`config.mk`:
```
export PLATFORM = sky130hd
export DESIGN_NAME = hep_packer_flat
export DESIGN_NICKNAME = d
export VERILOG_FILES = /design/src/rtl/hep_pkg.sv /design/src/rtl/hep_if.sv /design/src/rtl/hep_packer.sv /design/src/flat_wrapper.sv
export SDC_FILE = /design/constraint.sdc
export NUM_CORES = 1
export LEC_CHECK = 0
export ABC_CLOCK_PERIOD_IN_PS = 5100
export BUFFER_PORTS_ARGS = -buffer_cell sky130_fd_sc_hd__buf_2
export CAP_MARGIN = 20
export CORE_ASPECT_RATIO = 0.9
export CORE_UTILIZATION = 35
export DETAILED_ROUTE_END_ITERATION = 16
export GPL_ROUTABILITY_DRIVEN = 0
export GPL_TIMING_DRIVEN = 0
export PLACE_DENSITY_LB_ADDON = 0.08
export SYNTH_ARGS = -nofsm -noshare
export SYNTH_HDL_FRONTEND = slang
export SYNTH_SLANG_ARGS = --single-unit
```
`constraint.sdc`:
```
create_clock -name clock -period 5.1 [get_ports clock]
set_clock_uncertainty 0.1 [all_clocks]
set_input_delay 0.51 -clock clock [delete_from_list [all_inputs] [get_ports clock]]
set_output_delay 0.51 -clock clock [all_outputs]
set_load 0.01 [all_outputs]
```
`src/rtl/hep_pkg.sv`:
```
`timescale 1ns / 1ps
package hep_pkg;

   localparam int SYM_W     = 8;
   localparam int WORD_W    = 32;
   localparam int LEN_W     = 6;
   localparam int KIND_W    = 2;
   localparam int BYTE_BITS = 8;
   localparam int PAD_W     = 3;
   localparam int PEND_W    = 7;
   localparam int ACC_W     = PEND_W + WORD_W;
   localparam int CNT_W     = 6;

   typedef enum logic [KIND_W-1:0] {
      KIND_LOAD   = 2'd0,
      KIND_ENCODE = 2'd1,
      KIND_FLUSH  = 2'd2
   } kind_type;

   typedef struct packed {
      logic [LEN_W-1:0]  len;
      logic [WORD_W-1:0] word;
   } entry_type;

   localparam int ENTRY_W = $bits(entry_type);

   typedef struct packed {
      logic              valid;
      logic              is_flush;
      logic [LEN_W-1:0]  len;
      logic [WORD_W-1:0] word;
   } item_type;

endpackage

```
`src/rtl/hep_if.sv`:
```


interface hep_rsp_if;
   import hep_pkg::*;

   logic                 valid;
   logic                 ready;
   logic [BYTE_BITS-1:0] out_byte;
   logic [PAD_W-1:0]     pad_count;
   logic                 last;

   modport source (output valid, output out_byte, output pad_count, output last,
                   input ready);
   modport sink   (input valid, input out_byte, input pad_count, input last,
                   output ready);
endinterface

```
`src/rtl/hep_packer.sv`:
```
`timescale 1ns / 1ps
module hep_packer (
   input  logic              clock,
   input  logic              reset,
   input  hep_pkg::item_type item,
   output logic              take,
   hep_rsp_if.source         rsp_chan
);
   import hep_pkg::*;

   logic [ACC_W-1:0]     acc_ff;
   logic [ACC_W-1:0]     acc_in;
   logic [CNT_W-1:0]     cnt_ff;
   logic [CNT_W-1:0]     cnt_in;
   logic [CNT_W-1:0]     cnt_after;
   logic                 flush_ff;
   logic                 flush_in;
   logic                 flush_after;
   logic                 out_free;
   logic                 emit;
   logic [PAD_W-1:0]     pad;
   logic [BYTE_BITS-1:0] byte_sel;
   logic                 last_sel;
   logic                 rsp_valid_ff;
   logic [BYTE_BITS-1:0] rsp_byte_ff;
   logic [PAD_W-1:0]     rsp_pad_ff;
   logic                 rsp_last_ff;

   assign out_free = !rsp_valid_ff || rsp_chan.ready;
   assign emit     = out_free && (flush_ff || cnt_ff >= CNT_W'(BYTE_BITS));
   assign pad      = PAD_W'(CNT_W'(BYTE_BITS) - cnt_ff);

   always_comb begin
      if (flush_ff) begin
         byte_sel = acc_ff[BYTE_BITS-1:0] << pad;
         last_sel = 1'b1;
      end else begin
         byte_sel = BYTE_BITS'(acc_ff >> (cnt_ff - CNT_W'(BYTE_BITS)));
         last_sel = cnt_ff < CNT_W'(2 * BYTE_BITS);
      end
   end

   always_comb begin
      cnt_after   = cnt_ff;
      flush_after = flush_ff;
      if (emit) begin
         flush_after = 1'b0;
         if (flush_ff) begin
            cnt_after = '0;
         end else begin
            cnt_after = cnt_ff - CNT_W'(BYTE_BITS);
         end
      end
      take     = item.valid && !flush_after && (cnt_after < CNT_W'(BYTE_BITS));
      acc_in   = acc_ff;
      cnt_in   = cnt_after;
      flush_in = flush_after;
      if (take) begin
         if (item.is_flush) begin
            flush_in = cnt_after != '0;
         end else begin
            acc_in = (acc_ff << item.len) | ACC_W'(item.word);
            cnt_in = cnt_after + item.len;
         end
      end
   end

   always_ff @(posedge clock) begin
      if (reset) begin
         cnt_ff       <= '0;
         flush_ff     <= 1'b0;
         rsp_valid_ff <= 1'b0;
      end else begin
         cnt_ff   <= cnt_in;
         flush_ff <= flush_in;
         if (emit) begin
            rsp_valid_ff <= 1'b1;
         end else if (rsp_chan.ready) begin
            rsp_valid_ff <= 1'b0;
         end
      end
      acc_ff <= acc_in;
      if (emit) begin
         rsp_byte_ff <= byte_sel;
         rsp_pad_ff  <= flush_ff ? pad : '0;
         rsp_last_ff <= last_sel;
      end
   end

   assign rsp_chan.valid     = rsp_valid_ff;
   assign rsp_chan.out_byte  = rsp_byte_ff;
   assign rsp_chan.pad_count = rsp_pad_ff;
   assign rsp_chan.last      = rsp_last_ff;

endmodule

```
`src/flat_wrapper.sv`:
```
// flat-port wrapper written by rule: the top's interface ports become plain ports
module hep_packer_flat import hep_pkg::*;
  (clock, reset, item, take, rsp_chan_valid, rsp_chan_out_byte, rsp_chan_pad_count, rsp_chan_last, rsp_chan_ready);
  hep_rsp_if rsp_chan_i ();
  input  logic clock;
  input  logic reset;
  input  hep_pkg::item_type item;
  output logic take;
  output wire logic [$bits(rsp_chan_i.valid)-1:0] rsp_chan_valid;
  output wire logic [$bits(rsp_chan_i.out_byte)-1:0] rsp_chan_out_byte;
  output wire logic [$bits(rsp_chan_i.pad_count)-1:0] rsp_chan_pad_count;
  output wire logic [$bits(rsp_chan_i.last)-1:0] rsp_chan_last;
  input wire logic [$bits(rsp_chan_i.ready)-1:0] rsp_chan_ready;
  assign rsp_chan_valid = rsp_chan_i.valid;
  assign rsp_chan_out_byte = rsp_chan_i.out_byte;
  assign rsp_chan_pad_count = rsp_chan_i.pad_count;
  assign rsp_chan_last = rsp_chan_i.last;
  assign rsp_chan_i.ready = rsp_chan_ready;
  hep_packer u_core (.clock(clock), .reset(reset), .item(item), .take(take), .rsp_chan(rsp_chan_i));
endmodule
```
* Word-level counts from Yosys, hierarchy flattened
Cells that the tools add are included.
** Storage, ports and cells
- Bits in registers :: 59
- Output and inout port bits :: 14
- Logic and storage cells :: 38
** Cells by class
- Add/subtract/negate cells :: 3
- Order comparisons :: 3
- Shift operators :: 3
- Multiplexer cells :: 10
- Bitwise logic cells :: 2
- Reductions and logical operators :: 10
** Operator list (count)
- $or 39x32->39 :: 1
- $shl 39x6->39 :: 1
- $shr 39x6->8 :: 1
- $mux 6 :: 4
- $mux 8 :: 1
- $shl 8x3->8 :: 1
- $add 6x6->6 :: 1
- $ge 6x4->1 const B :: 1
- $lt 6x4->1 const B :: 1
- $lt 6x5->1 const B :: 1
- $reduce_bool 6->1 :: 1
- $sub 6x4->6 const B :: 1
- $mux 1 :: 5
- $logic_and 1x1->1 :: 3
- $sub 1x3->3 const A :: 1
- $logic_not 1->1 :: 2
- $logic_or 1x1->1 :: 2
- $reduce_and 2->1 :: 1
- $reduce_bool 2->1 :: 1
- $not 1->1 :: 1

* Logic depth before layout (Yosys ltp)
Gate-level depths: netlist of the first run.
- Depth after elaboration :: 8
- Depth in mapped cells :: 12
- Gate-level depth less buffers :: 10

* Worst setup path before layout of the first run
Ideal clock, no wire load.
- Path type :: reg2reg
- Start :: register u_core.cnt_ff[3]
- End :: register u_core.acc_ff[0] (enable)
- Library setup time :: 0.392 ns
- Arrival time :: 2.613 ns
- Data required time :: 4.608 ns
- Slack :: 1.996 ns
- Cell stages (with the launch flop) :: 9
- Clock period less this slack :: 3.104 ns
- Path through :: dfxtp_1 buf_6 clkinv_1 ha_1 clkbuf_1 nand2_1 a311oi_4 nand2_1 inv_1
** Between the ends
- Word-level cells in the longest chain between the ends :: 8
** RTL lines
- start: declaration :: line hep_packer.sv:13 : logic [CNT_W-1:0] cnt_ff;
- start signal: assignment :: line hep_packer.sv:74 : cnt_ff <= cnt_in;
- parallel branches: the longest is 6 deep, another holds $sub 6x4->6
- $logic_and 1x1->1 * :: line hep_packer.sv:54 : take = item.valid && !flush_after && (cnt_after < CNT_W'(BYTE_BITS));
- $reduce_and 2->1 (no line) *
- end signal: assignment :: line hep_packer.sv:82 : acc_ff <= acc_in;
- end: declaration :: line hep_packer.sv:11 : logic [ACC_W-1:0] acc_ff;
Every way passes the cells marked *.
A chain may end at the register's enable or synchronous reset.

* Worst setup path in the final report of the first run
- Start :: register u_core.cnt_ff[3]
- End :: register u_core.acc_ff[31] (enable)
The elaborated chain is that of the path after synthesis.

==> results of run 1 <==
-- cells by family (layout without fill, tap and decap cells) --
kind of cell | Yosys count | after routing | share of synthesized area, %
flip-flops | 59 | 59 | 25.45
buffers and inverters | 81 | 152 | 6.173
AND/OR/NAND/NOR | 150 | 150 | 10.50
XOR/XNOR | 5 | 5 | 0.6587
other | 0 | 1 | 0
multiplexers | 180 | 180 | 38.25
AO/OA/AOI/OAI | 162 | 162 | 17.17
adder cells (fa/ha/maj) | 9 | 9 | 1.807
-- critical path: stages (launching register included) --
cell and delay, ps:
dfxtp_1 350, buf_6 160, clkinv_1 310, ha_1 400
clkbuf_1 450, nand2_1 430, a311oi_4 500, nand2_1 140
inv_2 610
-- synth_stat cells, drive strengths merged (6+ instances only) --
cell type / count
o21ai: 33
o21bai: 9
o221ai: 6
nand3: 11
a31oi: 8
clkbuf: 24
mux4: 53
ha: 8
nor2: 41
buf: 37
dfxtp: 8
a21o: 11
a21oi: 25
nor2b: 6
and2: 8
inv: 18
o211ai: 7
nor3: 13
edfxtp: 51
mux2i: 68
o22ai: 7
mux2: 59
nand2: 51
a211oi: 11
-- cell type report --
type / instances / area (sq um)
antenna: 1 / 2.502
buffer: 61 / 335.3
clock buffer: 11 / 232.7
clock inverter: 5 / 53.80
fill: 1847 / 10940
inverter: 20 / 75.07
multi-input combinational: 506 / 4546
sequential: 59 / 1692
tap: 245 / 306.5
timing repair buffer: 55 / 277.8
-- power by group --
group	total [W]	internal, W	leakage, nW	switching [W]
clock	0.000635	0.000376	0.133	0.000259
combinational	0.00191	0.000824	2.11	0.00108
sequential	0.000934	0.000725	0.542	0.000209
-- stage by stage --
| stage | instance area (sq um) | power, W | util, % |
|---|---|---|---|
| after CTS | 7511 | 0.003426 | 40.68 |
| after global routing | 7518 | 0.003643 | 40.72 |
| after global placement | 7224 | 0.002783 | 39.12 |
| final | 7521 | 0.003478 | 40.73 |
| after floorplan | 6648 | 0.002191 | - |
| after detailed placement | 7224 | 0.002785 | 39.12 |
-- path summary, 6_finish.rpt --
path / from / end / slack, ps / cells past startpoint
max reg2reg: u_core.cnt_ff[3]$_SDFF_PP0_ / u_core.acc_ff[31]$_DFFE_PP_ / 1240 / 8
min: item[1] / u_core.acc_ff[1]$_DFFE_PP_ / 300 / 2
min reg2reg: u_core.cnt_ff[4]$_SDFF_PP0_ / u_core.rsp_chan.last$_SDFFCE_PP1N_ / 540 / 1
max: u_core.cnt_ff[3]$_SDFF_PP0_ / u_core.acc_ff[31]$_DFFE_PP_ / 1240 / 8
-- sequential cells by signal, summed over array words and instances, names as in the netlist --
register                   cells
u_core.flush_ff                1
u_core.rsp_chan.pad_count      3
u_core.rsp_chan.last           1
u_core.rsp_chan.valid          1
u_core.rsp_chan.out_byte       8
u_core.cnt_ff                  6
u_core.acc_ff                 39
-- layer usage --
layer	GRT usage, %	share of wire, %
met5	0	0
met4	9.278	2.9
met3	7.655	11
met2	37.87	42
met1	39.33	43
==> results_dict.tcl, run 1 <==
set metrics [dict create \
    clkTransAtPathRegs_ps 60 \
    cp.required_ps 4980 \
    syn_area_per_cell_sq_um 10.29 \
    cts_made_buffers 9 \
    coreArea_sq_um 18470 \
    drt_wl_total_microns 25900 \
    cp.arrival_ps 3740 \
    grt_first_pass_wirelength_microns 38940 \
    grt_pass1_vias 6103 \
    layout.cells.non_filler 963 \
    min_period_ps 3856 \
    cts.sinks 59 \
    worst_pin_slew_ps 1113 \
    start_util_pct 36.00 \
    layout.cells.most_common "buf_2" \
    synth.cell_area_sq_um 6648 \
    drt_iter0_drc 800 \
    wl_per_cell_microns 26.90 \
    port_buffers 54 \
    ctsResizeCount 0 \
    grt_antenna_before_repair 0 \
    synthCells 646 \
    yosysUniqueCellTypes 69 \
    cts_hold_buf 0 \
    die_y_microns 132.7 \
    hold_viol_final 0 \
    fmax_mhz 259.3 \
    cap_viol_max_count 0 \
    setup-tns-final_ps 0 \
    slew_headroom_pct 25.54 \
    synth_edf_count 51 \
    cts_tree "built" \
    critPathMaxFanout 37 \
    drc 0 \
    drive_gt1_share_pct 30.82 \
    p_per_area_nw_per_um2 462.5 \
    hold-worst-slack_ps 303.5 \
    syn_nets 698 \
    rsz0062_at_grt "no" \
    synth_flop_cell "edfxtp_1" \
    route.antenna.remaining_nets 0 \
    min_path_type "input port to flip-flop" \
    mostFrequentLayoutCells "buf_2 (70), mux2i_1 (68), mux2_2 (55)" \
    dp_cells 945 \
    vias_per_cell 6.561 \
    die_w_microns 147.3 \
    cts_root_buffer "clkbuf_16" \
    synth-seq-area-share_pct 25.45 \
    ys_warn_count 0 \
    report.final.slew_viol_count 0 \
    grt_max_degree 38 \
    ir_worst_vdd_mv 0.2182 \
    ys_ff_latch 59 \
    area_delta_synth_final_pct 13.14 \
    fin_crit_sh_pct 75.61 \
    h-tree-depth 3 \
    critical_path_class "flip-flop to flip-flop" \
    rows 47 \
    cts_setup_buffers 0 \
    synth_top_area_share_pct 23.04 \
    num_vias 6318 \
    pre_cts_slack_ps 1325 \
    die-area_sq_um 19550 \
    drt_pre_antenna_iters 7 \
    worst_setup_path_start_kind "flip-flop" \
    synth.area.top_cells "edfxtp_1 (23%), mux4_2 (18%), mux2i_1 (10%)" \
    setup_violations 0 \
    overflow 0 \
    grt_usage_pct 27.01 \
    synthArstFlopShare_pct 0 \
    status "complete, no violations" \
    synth_area_leader_cell "edfxtp_1" \
    leakage_nw 2.785 \
    ios 57 \
    cts_max_path_buffers 2 \
    dpl.hpwl_microns 19280 \
    fin_nets 764 \
    clk_latency_ps 350 \
    cp-end-kind "flip-flop" \
    worst_slack_ps 1244 \
]
Note: power is estimated with default switching activity, not from simulation.
==> run 2, diff against run 1 <==
- ABC_CLOCK_PERIOD_IN_PS: 5100 -> 3500
- clock period: 5.1 -> 3.5 ns (I/O delays scaled with it)
==> results_dict.tcl, run 2 (synthesis gave the netlist of run 1 again) <==
set metrics [dict create \
    r2r-start "u_core.cnt_ff[3]$_SDFF_PP0_" \
    ios 57 \
    grtUsageMet2_pct 37.87 \
    report.final.slew_viol_count 0 \
    min_period_ps 3431 \
    regArea_sq_um 1692 \
    ir_worst_vdd_mv 0.3172 \
    die-area_sq_um 19550 \
    worst_pin_slew_ps 1135 \
    drc 0 \
    vias_per_cell 6.598 \
    grt_use_met3_pct 7.655 \
    hold_viol_final 0 \
    fin_crit_sh_pct 98.02 \
    layout.cells.non_filler 961 \
    cp-end-kind "flip-flop" \
    top_usage_layer "met1" \
    route.antenna.remaining_nets 0 \
    grt_pass1_vias 6102 \
    hold-worst-slack_ps 142.9 \
    layout.cells.most_common "buf_2" \
    n_antenna_cell 0 \
    drt_wl_total_microns 26050 \
    worst_setup_path_start_kind "flip-flop" \
    grt_max_degree 38 \
    p_switching_w 0.002277 \
    die_w_microns 147.3 \
    met1_usage_pct 39.33 \
    critical_path_class "flip-flop to flip-flop" \
    cp.arrival_ps 3340 \
    overflow 0 \
    clk_latency_ps 350 \
    area_delta_synth_final_pct 13.23 \
    cts_max_path_buffers 2 \
    coreArea_sq_um 18470 \
    cts_tree "built" \
    fmax_mhz 291.5 \
    min_path_type "input port to flip-flop" \
    die_y_microns 132.7 \
    pwr-share-comb_pct 55.2 \
    cts.sinks 59 \
    cts_made_buffers 9 \
    num_vias 6341 \
    clkTransAtPathRegs_ps 60 \
    fin_nets 763 \
    p_int_w 0.002812 \
    cts_hold_buf 0 \
    setup_violations 0 \
    mostFrequentLayoutCells "buf_2 (70), mux2i_1 (68), mux2_2 (55)" \
    max_flop_register "u_core.acc_ff" \
    p_per_area_nw_per_um2 676.0 \
    leakage_nw 2.788 \
    critical_path.startpoint "u_core.cnt_ff[3]$_SDFF_PP0_" \
    cts_root_buffer "clkbuf_16" \
    cp.required_ps 3410 \
    drt_iter0_drc 901 \
    drt_pre_antenna_iters 7 \
    dpl.hpwl_microns 19280 \
    status "complete, no violations" \
    p_total_w 0.005088 \
    drive_gt1_share_pct 31.01 \
    rsz0062_at_grt "no" \
    seq_power_share_pct 26.7 \
    pwr-share-clk_pct 18.1 \
    cap_viol_max_count 0 \
    wl_per_cell_microns 27.10 \
    grt_usage_pct 27.01 \
    slew_headroom_pct 24.07 \
    critPathMaxFanout 37 \
    multi_input_area_sq_um 4553 \
    start_util_pct 36.00 \
    swShare_pct 44.74 \
    min_from "item[1]" \
    grt_first_pass_wirelength_microns 38940 \
    h-tree-depth 3 \
    grt_antenna_before_repair 0 \
    rows 47 \
    fillCellCount 1852 \
    largest_register_ffs 39 \
    dp_cells 945 \
    port_buffers 54 \
]
==> run 2: changes by cell type in the layout (fill, tap and decap cells not counted) <==
cell,change
o41ai_2,+1
diode_2,-1
inv_2,-1
clkbuf_1,-1
o41ai_1,-1
inv_6,+1
==> run 2: worst paths after layout <==
check / depth (start not counted) / to / slack, ps
min: 2 / u_core.acc_ff[1]$_DFFE_PP_ / 140
max: 7 / u_core.acc_ff[31]$_DFFE_PP_ / 70
max reg2reg: 7 / u_core.acc_ff[31]$_DFFE_PP_ / 70
min reg2reg: 1 / u_core.rsp_chan.last$_SDFFCE_PP1N_ / 560
==> run 2: stage by stage <==
step           area [sq um]  util [%]  worst slack, ps  TNS [ps]
6_report               7527     40.76            69.47         0
3_5_place_dp           7224     39.12           -274.9     -9941
2_1_floorplan          6648         -            395.5         0
3_3_place_gp           7224     39.12           -804.9    -29530
5_1_grt                7527     40.76            17.53         0
4_1_cts                7512     40.68            92.35         0
==> run 2: final cells by class <==
cell class              instances  area share, %
plain buffers                  60          4.405
clock buffers                  11          3.092
multi-input cells             506          60.49
clock inverters                 5         0.7148
well taps                     245          4.072
flip-flops and latches         59          22.47
inverters                      20          1.064
repair buffers                 55          3.690
==> run 2: power by group through the flow <==
| stage | sequential [W] | combinational (W) | clock [W] |
|---|---|---|---|
| after floorplan | 0.00124 | 0.00196 | 0 |
| after global placement | 0.00135 | 0.00270 | 0 |
| after detailed placement | 0.00135 | 0.00271 | 0 |
| after CTS | 0.00134 | 0.00273 | 0.000931 |
| after global routing | 0.00136 | 0.00300 | 0.000956 |
| final | 0.00136 | 0.00281 | 0.000922 |
==> run 2: timing repair <==
item / in CTS / in global routing
hold endpoints to repair: 0 / 0
setup endpoints to repair: 37 / 1
buffers inserted: 0 / 0
pin swaps: 0 / 0
resized for setup: 2 / 1
==> run 2: metal layers <==
layer	up-vias	share of wire, %
li1	2688	-
met1	3144	44
met2	432	42
met3	77	11
met4	0	3.2
met5	-	0
==> run 2: worst max-delay path, cell delays in order, from the launching register on <==
cell      delay [ps]
dfxtp_1          350
buf_6            160
clkinv_1         300
ha_1             720
nand2_1          400
a311oi_4         510
nand2_1          200
inv_6            320
